`config.mk`:
```
export PLATFORM = sky130hd
export DESIGN_NAME = ascending_integer_sorter_top
export DESIGN_NICKNAME = d
export VERILOG_FILES = /design/src/rtl/core/ais_pkg.sv /design/src/rtl/core/ais_ram.sv /design/src/rtl/core/ascending_integer_sorter_top.sv
export SDC_FILE = /design/constraint.sdc
export NUM_CORES = 2
export LEC_CHECK = 0
export BUFFER_PORTS_ARGS = -buffer_cell sky130_fd_sc_hd__buf_2
export CAP_MARGIN = 20
export CELL_PAD_IN_SITES_DETAIL_PLACEMENT = 1
export CELL_PAD_IN_SITES_GLOBAL_PLACEMENT = 2
export CORE_MARGIN = 2
export CORE_UTILIZATION = 50
export CTS_BUF_LIST = sky130_fd_sc_hd__clkbuf_8
export DETAILED_ROUTE_END_ITERATION = 8
export PLACE_DENSITY = 0.76
export SLEW_MARGIN = 15
export SYNTH_ARGS = -nofsm -noshare
export SYNTH_HDL_FRONTEND = slang
export SYNTH_HIERARCHICAL = 1
export SYNTH_SLANG_ARGS = --single-unit
```
`constraint.sdc`:
```
create_clock -name aclk -period 8.15 [get_ports aclk]
set_clock_uncertainty 0.1 [all_clocks]
set_input_delay 0.815 -clock aclk [delete_from_list [all_inputs] [get_ports aclk]]
set_output_delay 0.815 -clock aclk [all_outputs]
set_load 0.05 [all_outputs]
```
`src/rtl/core/ais_pkg.sv`:
```
`timescale 1ns / 1ps
// ----------------------------------------------------------------------------
// ais_pkg
// Shared widths, defaults and types for the ascending integer sorter.
// ----------------------------------------------------------------------------
package ais_pkg;

    // word width of one element
    localparam int VALUE_W = 32;

    // default number of entries in the element store
    localparam int DEPTH_DEF = 64;

    typedef logic signed [VALUE_W-1:0] value_t;

endpackage

```
`src/rtl/core/ais_ram.sv`:
```
`timescale 1ns / 1ps
// ----------------------------------------------------------------------------
// ais_ram
// Element store: one write port, one read port, registered read data.
// ----------------------------------------------------------------------------
module ais_ram
    import ais_pkg::*;
#(
    parameter int DEPTH = DEPTH_DEF,
    localparam int AW   = $clog2(DEPTH)
) (
    input  logic          aclk,
    input  logic          wr_en,
    input  logic [AW-1:0] wr_addr,
    input  value_t        wr_data,
    input  logic          rd_en,
    input  logic [AW-1:0] rd_addr,
    output value_t        rd_data
);

    value_t mem [DEPTH];
    value_t rd_data_reg;

    // write port
    always_ff @(posedge aclk) begin
        if (wr_en) begin
            mem[wr_addr] <= wr_data;
        end
    end

    // read port, registered read data
    always_ff @(posedge aclk) begin
        if (rd_en) begin
            rd_data_reg <= mem[rd_addr];
        end
    end

    assign rd_data = rd_data_reg;

endmodule

```
`src/rtl/core/ascending_integer_sorter_top.sv`:
```
`timescale 1ns / 1ps
// ----------------------------------------------------------------------------
// ascending_integer_sorter_top
// Collects a set of signed words into a store, then emits them in ascending
// order once the word marked last has arrived.
// ----------------------------------------------------------------------------
//  Channel  Dir  Handshake          Payload
//  s_       in   s_tvalid/s_tready  s_tdata = value, s_tlast = last_of_set
//  m_       out  m_tvalid/m_tready  m_tdata = sorted_value, m_tlast = is_last,
//                                   m_tuser = overflowed
//
//  Loading takes one word per cycle; words beyond DEPTH are dropped.
//  The run for a set of n words is a selection pass per result, each pass
//  reading the unsorted tail of the set over the single read port of the store.
//  Input is not taken during a run; a stalled m_ holds the next pass in place.
//  Reset (aresetn low, synchronous) clears count, flag and control; the store
//  itself needs no clearing since only entries of the current set are read.
// ----------------------------------------------------------------------------
module ascending_integer_sorter_top
    import ais_pkg::*;
#(
    parameter int DEPTH = DEPTH_DEF
) (
    input  logic               aclk,
    input  logic               aresetn,
    // s_tdata: [31:0] value
    input  logic [VALUE_W-1:0] s_tdata,
    input  logic               s_tlast,
    input  logic               s_tvalid,
    output logic               s_tready,
    // m_tdata: [31:0] sorted_value
    output logic [VALUE_W-1:0] m_tdata,
    output logic               m_tlast,
    // m_tuser: [0] overflowed
    output logic               m_tuser,
    output logic               m_tvalid,
    input  logic               m_tready
);

    localparam int AW = $clog2(DEPTH);
    localparam int CW = $clog2(DEPTH + 1);
    localparam logic [CW-1:0] FULL = CW'(DEPTH);

    typedef enum logic [1:0] {
        ST_LOAD,
        ST_SCAN,
        ST_PLACE
    } state_t;

    state_t        state_reg, state_next;
    logic [CW-1:0] count_reg, count_next;
    logic          ovf_reg, ovf_next;
    logic [AW-1:0] pos_reg, pos_next;      // position being filled in this pass
    logic [CW-1:0] rd_idx_reg, rd_idx_next;
    logic          rd_valid_reg, rd_valid_next;
    logic [AW-1:0] rd_addr_reg, rd_addr_next;
    value_t        min_reg, min_next;
    logic [AW-1:0] min_idx_reg, min_idx_next;
    value_t        pos_val_reg, pos_val_next;  // old contents of the position

    logic               m_tvalid_reg, m_tvalid_next;
    logic [VALUE_W-1:0] m_tdata_reg, m_tdata_next;
    logic               m_tlast_reg, m_tlast_next;
    logic               m_tuser_reg, m_tuser_next;

    logic          s_fire;
    logic          out_free;
    logic          rd_en;
    logic          wr_en;
    logic [AW-1:0] wr_addr;
    value_t        wr_data;
    value_t        rd_data;
    logic          first_rd;
    logic          last_rd;
    logic          take;
    logic          last_pos;

    ais_ram #(
        .DEPTH (DEPTH)
    ) u_ram (
        .aclk    (aclk),
        .wr_en   (wr_en),
        .wr_addr (wr_addr),
        .wr_data (wr_data),
        .rd_en   (rd_en),
        .rd_addr (rd_idx_reg[AW-1:0]),
        .rd_data (rd_data)
    );

    assign s_tready = (state_reg == ST_LOAD);
    assign s_fire   = s_tvalid && s_tready;
    assign out_free = !m_tvalid_reg || m_tready;

    // read issue and candidate tracking during a scan
    assign rd_en    = (state_reg == ST_SCAN) && (rd_idx_reg < count_reg);
    assign first_rd = (rd_addr_reg == pos_reg);
    assign last_rd  = rd_valid_reg && (rd_addr_reg == AW'(count_reg - CW'(1)));
    assign take     = first_rd || (rd_data < min_reg);
    assign last_pos = ((CW'(pos_reg) + CW'(1)) == count_reg);

    // store write: loading, or at the end of a pass the old word of the position into the minimum's slot
    always_comb begin
        wr_en   = 1'b0;
        wr_addr = count_reg[AW-1:0];
        wr_data = value_t'(s_tdata);
        if (state_reg == ST_LOAD) begin
            wr_en = s_fire && (count_reg < FULL);
        end else if (state_reg == ST_PLACE) begin
            wr_en   = out_free;
            wr_addr = min_idx_reg;
            wr_data = pos_val_reg;
        end
    end

    // next-state logic
    always_comb begin
        state_next    = state_reg;
        count_next    = count_reg;
        ovf_next      = ovf_reg;
        pos_next      = pos_reg;
        rd_idx_next   = rd_idx_reg;
        rd_valid_next = rd_en;
        rd_addr_next  = rd_idx_reg[AW-1:0];
        min_next      = min_reg;
        min_idx_next  = min_idx_reg;
        pos_val_next  = pos_val_reg;
        m_tvalid_next = m_tvalid_reg && !m_tready;
        m_tdata_next  = m_tdata_reg;
        m_tlast_next  = m_tlast_reg;
        m_tuser_next  = m_tuser_reg;

        case (state_reg)
            ST_LOAD: begin
                if (s_fire) begin
                    if (count_reg < FULL) begin
                        count_next = count_reg + CW'(1);
                    end else begin
                        ovf_next = 1'b1;
                    end
                    if (s_tlast) begin
                        state_next  = ST_SCAN;
                        pos_next    = '0;
                        rd_idx_next = '0;
                    end
                end
            end
            ST_SCAN: begin
                if (rd_en) begin
                    rd_idx_next = rd_idx_reg + CW'(1);
                end
                if (rd_valid_reg) begin
                    if (first_rd) begin
                        pos_val_next = rd_data;
                    end
                    if (take) begin
                        min_next     = rd_data;
                        min_idx_next = rd_addr_reg;
                    end
                end
                if (last_rd) begin
                    state_next = ST_PLACE;
                end
            end
            ST_PLACE: begin
                if (out_free) begin
                    m_tvalid_next = 1'b1;
                    m_tdata_next  = min_reg;
                    m_tlast_next  = last_pos;
                    m_tuser_next  = ovf_reg;
                    if (last_pos) begin
                        state_next = ST_LOAD;
                        count_next = '0;
                        ovf_next   = 1'b0;
                    end else begin
                        state_next  = ST_SCAN;
                        pos_next    = pos_reg + AW'(1);
                        rd_idx_next = CW'(pos_reg) + CW'(1);
                    end
                end
            end
            default: begin
                state_next = ST_LOAD;
            end
        endcase
    end

    // state and registered outputs
    always_ff @(posedge aclk) begin
        if (!aresetn) begin
            state_reg    <= ST_LOAD;
            count_reg    <= '0;
            ovf_reg      <= 1'b0;
            pos_reg      <= '0;
            rd_idx_reg   <= '0;
            rd_valid_reg <= 1'b0;
            m_tvalid_reg <= 1'b0;
        end else begin
            state_reg    <= state_next;
            count_reg    <= count_next;
            ovf_reg      <= ovf_next;
            pos_reg      <= pos_next;
            rd_idx_reg   <= rd_idx_next;
            rd_valid_reg <= rd_valid_next;
            m_tvalid_reg <= m_tvalid_next;
        end
        rd_addr_reg <= rd_addr_next;
        min_reg     <= min_next;
        min_idx_reg <= min_idx_next;
        pos_val_reg <= pos_val_next;
        m_tdata_reg <= m_tdata_next;
        m_tlast_reg <= m_tlast_next;
        m_tuser_reg <= m_tuser_next;
    end

    assign m_tvalid = m_tvalid_reg;
    assign m_tdata  = m_tdata_reg;
    assign m_tlast  = m_tlast_reg;
    assign m_tuser  = m_tuser_reg;

    // checks
    a_count_bound: assert property (@(posedge aclk) disable iff (!aresetn)
        count_reg <= FULL)
        else $error("element count beyond store depth");

    a_ovf_full: assert property (@(posedge aclk) disable iff (!aresetn)
        ovf_reg |-> (count_reg == FULL))
        else $error("overflow flag set while store not full");

    a_last_starts_run: assert property (@(posedge aclk) disable iff (!aresetn)
        (s_fire && s_tlast) |=> (state_reg == ST_SCAN))
        else $error("last word did not start a run");

    a_pos_in_set: assert property (@(posedge aclk) disable iff (!aresetn)
        (state_reg != ST_LOAD) |-> (CW'(pos_reg) < count_reg))
        else $error("pass position outside the loaded set");

    a_no_write_in_scan: assert property (@(posedge aclk) disable iff (!aresetn)
        (state_reg == ST_SCAN) |-> !wr_en)
        else $error("store written while a scan reads it");

endmodule

```
# ---- Yosys cells after proc, flatten, opt, wreduce, memory -nomap -nowiden
# Memories as Yosys holds them, arrays and structs flattened. A register that Yosys moved wholly into a read port is not among the register bits.
# Cells that the tools add are included.
# Widths: inputs -> output; s select.
dict set report word_totals {
  reg_bits 135
  ramBits 2048
  inputBits 37
  output_inout_bits 36
  elab_cells 94
  n_memories 1
}
dict set report classes {
  add_sub_neg 5
  magnitude_cmp 3
  n_eq_ne 14
  n_mux 37
  n_reduce_logical 20
}
# memory words word_bits read_ports rd_ports_with_merged_regs write_ports line_no
set mem_list {}
lappend mem_list {u_ram.mem 64 32 1 1 1 ais_ram.sv:21} ;# value_t mem [DEPTH];
# cell n
set op_table {}
lappend op_table {{$mux 32} 2}
lappend op_table {{$mux 7} 9}
lappend op_table {{$mux 6} 6}
lappend op_table {{$lt 32x32->1} 1}
lappend op_table {{$pmux 7 s3} 1}
lappend op_table {{$reduce_and 5->1} 3}
lappend op_table {{$add 7x1->7 const B} 2}
lappend op_table {{$ne 2x2->1 const B} 7}
lappend op_table {{$pmux 7 s2} 1}
lappend op_table {{$eq 6x6->1} 2}
lappend op_table {{$pmux 6 s2} 1}
lappend op_table {{$mux 1} 11}
lappend op_table {{$mux 2} 4}
lappend op_table {{$add 6x1->7 const B} 1}
lappend op_table {{$eq 7x7->1} 1}
lappend op_table {{$lt 7x7->1} 1}
lappend op_table {{$lt 7x7->1 const B} 1}
lappend op_table {{$add 6x1->6 const B} 1}
lappend op_table {{$pmux 2 s3} 1}
lappend op_table {{$reduce_and 3->1} 2}
lappend op_table {{$reduce_and 6->1} 1}
lappend op_table {{$sub 6x1->6 const B} 1}
lappend op_table {{$logic_and 1x1->1} 5}
lappend op_table {{$ne 2x1->1 const B} 2}
lappend op_table {{10 further kinds} 12}

# ---- Depth between registers and ports, before layout
dict set report logic_depth {
  word_depth 6
  mapped_depth 12
}

# ---- By module
# Netlist, hierarchy kept.
# mod instances cells_per_inst area_per_inst_um2 seq_area_each_um2
set by_module_without_submodules {}
lappend by_module_without_submodules {ais_ram 1 3324 78835.6 62459.9}
lappend by_module_without_submodules {ascending_integer_sorter_top 1 534 6576.3 3743.6}

# ---- Worst setup path before layout
# OpenSTA, ideal clock, no wires.
dict set report synth_path {
  path_kind {register to register}
  start {register state_reg[1]}
  end {register min_idx_reg[0], enable pin}
  setup_time_ps 486
  arrival_time_ps 5501
  setup_slack_ps 2063
  path_stages_with_launch 8
  path_buffers 1
  synth_period_minus_slack_ps 6087
  path_cell_list {dfxtp_1 > inv_1 > ha_1 > clkbuf_1 > nand2_1 > nor4_1 > a21oi_1 > o21ai_0}
}
dict set report synth_between {
  elab_chain_cells 2
}
# element line_no
set synth_lines {}
lappend synth_lines {{start, declared} ascending_integer_sorter_top.sv:50} ;# state_t state_reg, state_next;
lappend synth_lines {{start signal, assigned} ascending_integer_sorter_top.sv:198} ;# state_reg <= state_next;
lappend synth_lines {{$eq 2x1->1} ascending_integer_sorter_top.sv:132} ;# case (state_reg)
lappend synth_lines {{$reduce_and 3->1 (no line)} --}
lappend synth_lines {{end signal, assigned} ascending_integer_sorter_top.sv:208} ;# min_idx_reg <= min_idx_next;
lappend synth_lines {{end, declared} ascending_integer_sorter_top.sv:58} ;# logic [AW-1:0] min_idx_reg, min_idx_next;
# No other way between the ends.
# A chain may end at the register's enable or synchronous reset.

# ---- Worst setup path after layout
dict set report layout_path {
  start {register state_reg[0]}
  end {memory u_ram/mem[30][24] in the netlist's numbering, enable pin}
}
# element line_no
set layout_lines {}
lappend layout_lines {{$eq 2x2->1} ascending_integer_sorter_top.sv:108} ;# end else if (state_reg == ST_PLACE) begin
lappend layout_lines {{$mux 6} ascending_integer_sorter_top.sv:108}
lappend layout_lines {{$mux 6 *} ascending_integer_sorter_top.sv:106} ;# if (state_reg == ST_LOAD) begin
lappend layout_lines {{via wr_addr[0]} ascending_integer_sorter_top.sv:70} ;# logic [AW-1:0] wr_addr;
lappend layout_lines {{end, declared} ais_ram.sv:21}
# Mark *: on every way through the listed nets, which the timed path passes. The rest lies on a longest branch.

==> metrics.md <==
| Metric | Value |
|---|---|
| Result of the run | `completed` |
| Later-pin clock latency in the skew report | `1050 ps` |
| Horizontal extent of the die | `around 420 µm` |
| Final Hold Violating Endpoints | `0` |
| Die outline area | `0.174 mm²` |
| Worst IR Drop VDD | `approximately 130 µV` |
| Family of cells with the greatest summed delay on the critical path | `simple AND/OR/NAND/NOR gates` |
| Std-Cell Rows | `about 150` |
| IO Count | `73` |
| Most common cell after layout, fill and taps aside | `edfxtp_1` |
| Antenna violations before repair | `21` |
| Number of filler cells placed in the layout | `around 14000` |
| Ys flop type | `edfxtp_1` |
| Buffers plus inverters on the worst setup path | `2` |
| Maximum clock frequency | `between 150 and 200 MHz` |
| Net total in the final layout | `roughly 4300` |
| Area of the multi-input gates | `0.0186 mm²` |
| Count of clock tree sinks | `between 2000 and 2500` |
| Sequence of cells on the critical path | `inv_1 -> ha_1 -> inv_1 -> nor2_4 -> o21ai_0 -> nor2b_1 -> nand3_1 -> nor2_4` |
| CTS H-tree lvls | `5` |
| Post-synthesis sequential element count | `2215` |
| Number of flip-flops under the largest register name | `between 2000 and 2500` |
| Count of max-cap constraint violations | `0` |
| Avg WL per Cell | `approximately 34 µm` |
| Largest register by flop count | `u_ram/mem` |
| Share of flip-flops with an asynchronous set or reset after synthesis | `0%` |
| Final Slew Violations | `0` |
| Die boundary height | `between 400 and 500 µm` |
| Slew of the pin with the lowest slew margin | `roughly 1300 ps` |
| Sequential-to-total area share from yosys stat | `about 78%` |
| Clock-pin slew reported for the worst setup and hold paths after clock tree synthesis | `60 ps` |
| # port buffers | `72` |
| Min Tclk post-route | `~5400 ps` |
| Overall power | `between 20 and 25 mW` |
| Maximum net fanout on the critical path | `32` |
| Top library cells by usage in the layout, fill and taps aside | `edfxtp_1 (2184), mux4_2 (544), clkbuf_8 (367), inv_1 (159), clkinv_1 (96)` |
| Delay of the slowest cell on the worst path | `around 1200 ps` |
| Leakage power figure | `approximately 29 nW` |
| Distinct cells, synth | `73` |
| Synthesized net count | `roughly 3900` |
| First-pass detailed-route iteration total | `5` |
| Synth warnings | `6` |
| CTS buffer count | `around 360` |
| Placeable core area | `0.169 mm²` |
| Vias per Instance | `approximately 6.3` |
| Sum of net half-perimeters after detailed placement | `around 140000 µm` |
| Required @ worst endpoint | `a little under 9000 ps` |
| Critical path endpoint category | `flip-flop` |
| Total overflow reported by the global router | `0` |
| Area overhead of the layout relative to synthesis | `12.2%` |
| First-pass GRT wire length | `approximately 330000 µm` |
| Setup TNS | `0 ps` |
| Post-synthesis area per instance | `22.1 µm²` |
| Power per unit of standard cell area | `about 230 mW/mm²` |
| Post-route DRC | `0` |
| GRT Resource Usage Total | `a little over a quarter` |
| Data arrival at the endpoint of the critical path | `a little under 6000 ps` |
| Setup-failing EPs final | `0` |
| Via count | `approximately 42000` |
| Via count of the first global-routing pass | `43600` |
| Sequential cell area in the final layout | `~0.066 mm²` |
| Number of routed nets with antenna violations | `0` |
| Pin count of the biggest net entering global routing | `98` |
| Crit path max-delay cell type | `nor2_4` |
| CP Class | `flip-flop to flip-flop` |
| Cell count after synthesis | `3858` |
| Number of synthesized flops with an enable pin | `between 2000 and 2500` |
| Initial core utilization | `50.4%` |
| Final worst path period share | `approximately two thirds` |
| Hold/Removal Path Class | `flip-flop to flip-flop` |
| Startpoint type of the worst setup path | `flip-flop` |
| Placer congestion estimate | `0.852` |
| Root buffer selected by CTS | `clkbuf_8` |
| Number of buffers on the longest clock path | `4` |
| Share of cells above drive strength 1 | `28.7%` |
| Overall routed net length | `about 230000 µm` |
| RSZ-0062 raised after global routing | `false` |
| TritonCTS clock tree | `done` |
| Area of the mapped netlist | `around 0.085 mm²` |
| Initial detailed-routing violation count | `approximately 5400` |
| Relative max-transition margin | `between 10% and 20%` |
metrics by stage:
stage,util (%),setup WS [ps],hold slack (ps),instances,cell area (µm²)
2_1_floorplan,-,2060,304,3858,85400
3_3_place_gp,52.5,3060,332,6036,88900
3_5_place_dp,52.7,2890,335,6048,89200
4_1_cts,56.4,2880,324,6677,95500
5_1_grt,56.6,2560,359,6692,95900
6_report,56.6,2790,348,6692,95900
routing by layer:
layer | wire length [µm] | vias up | global-route usage, % | part of all wire (%)
met5 | 0 | - | 0 | 0
met4 | 8880 | 0 | 10.6 | 3.9
met3 | 23300 | 355 | 6.35 | 10
met2 | 106000 | 2305 | 39.7 | 46
met1 | 91600 | 22700 | 38.7 | 40
li1 | - | 17000 | - | -
cells in the mapped netlist, types with 12 or more instances:
cell      number  area share, %
a21oi_1       85           0.50
a22oi_1       12           0.11
buf_1         23           0.10
buf_2         65           0.38
buf_4         26           0.23
clkbuf_1      84           0.37
dfxtp_1       31           0.73
edfxtp_1    2184             77
ha_1          45           0.66
inv_1         48           0.21
mux2_2        34           0.45
mux2i_1       95            1.1
mux4_2       544             14
nand2_1       59           0.26
nand3_1       14          0.082
nand4_1       12          0.088
nor2_1       153           0.67
nor2b_1       19           0.14
nor3_1        18           0.11
o21ai_0       19           0.11
o221ai_1      27           0.28
o22ai_1       89           0.65
xnor2_1       15           0.15
report_power, final:
group          internal, mW  total, mW  switching, mW
Clock                  4.35       8.64           4.29
Combinational         0.333       1.11          0.780
Sequential             12.7       12.8         0.0905
final cells by class:
| type | instances | share of cell area [%] |
|---|---|---|
| well taps | 2218 | 2.89 |
| inverters | 49 | 0.192 |
| multi-input cells | 1390 | 19.4 |
| clock buffers | 367 | 5.27 |
| diodes | 1 | 0.00261 |
| clock inverters | 259 | 1.27 |
| flip-flops and latches | 2215 | 69.1 |
| repair buffers | 193 | 1.88 |
worst paths after layout:
path	cells after the start	slack [ps]	to	start
min reg2reg	0	350	m_tdata[5]	min_reg[5]
max	8	2790	u_ram/mem[30][24]	state_reg[0]
max reg2reg	8	2790	u_ram/mem[30][24]	state_reg[0]
min	0	350	m_tdata[5]	min_reg[5]
what timing repair did:
item                       4_1_cts  5_1_grt
resized for setup                0        0
setup endpoints to repair        0        0
hold endpoints to repair         4        0
hold buffers                     3        0
buffers inserted                 0        0
kinds of logic after synthesis:
group	share of synthesized area, %
flops	77.5
mux	15.9
simple gates	1.84
compound gates	2.42
buf+inv	1.37
fa+ha+maj	0.659
xor+xnor	0.290
(Power assumes the default switching activity.)
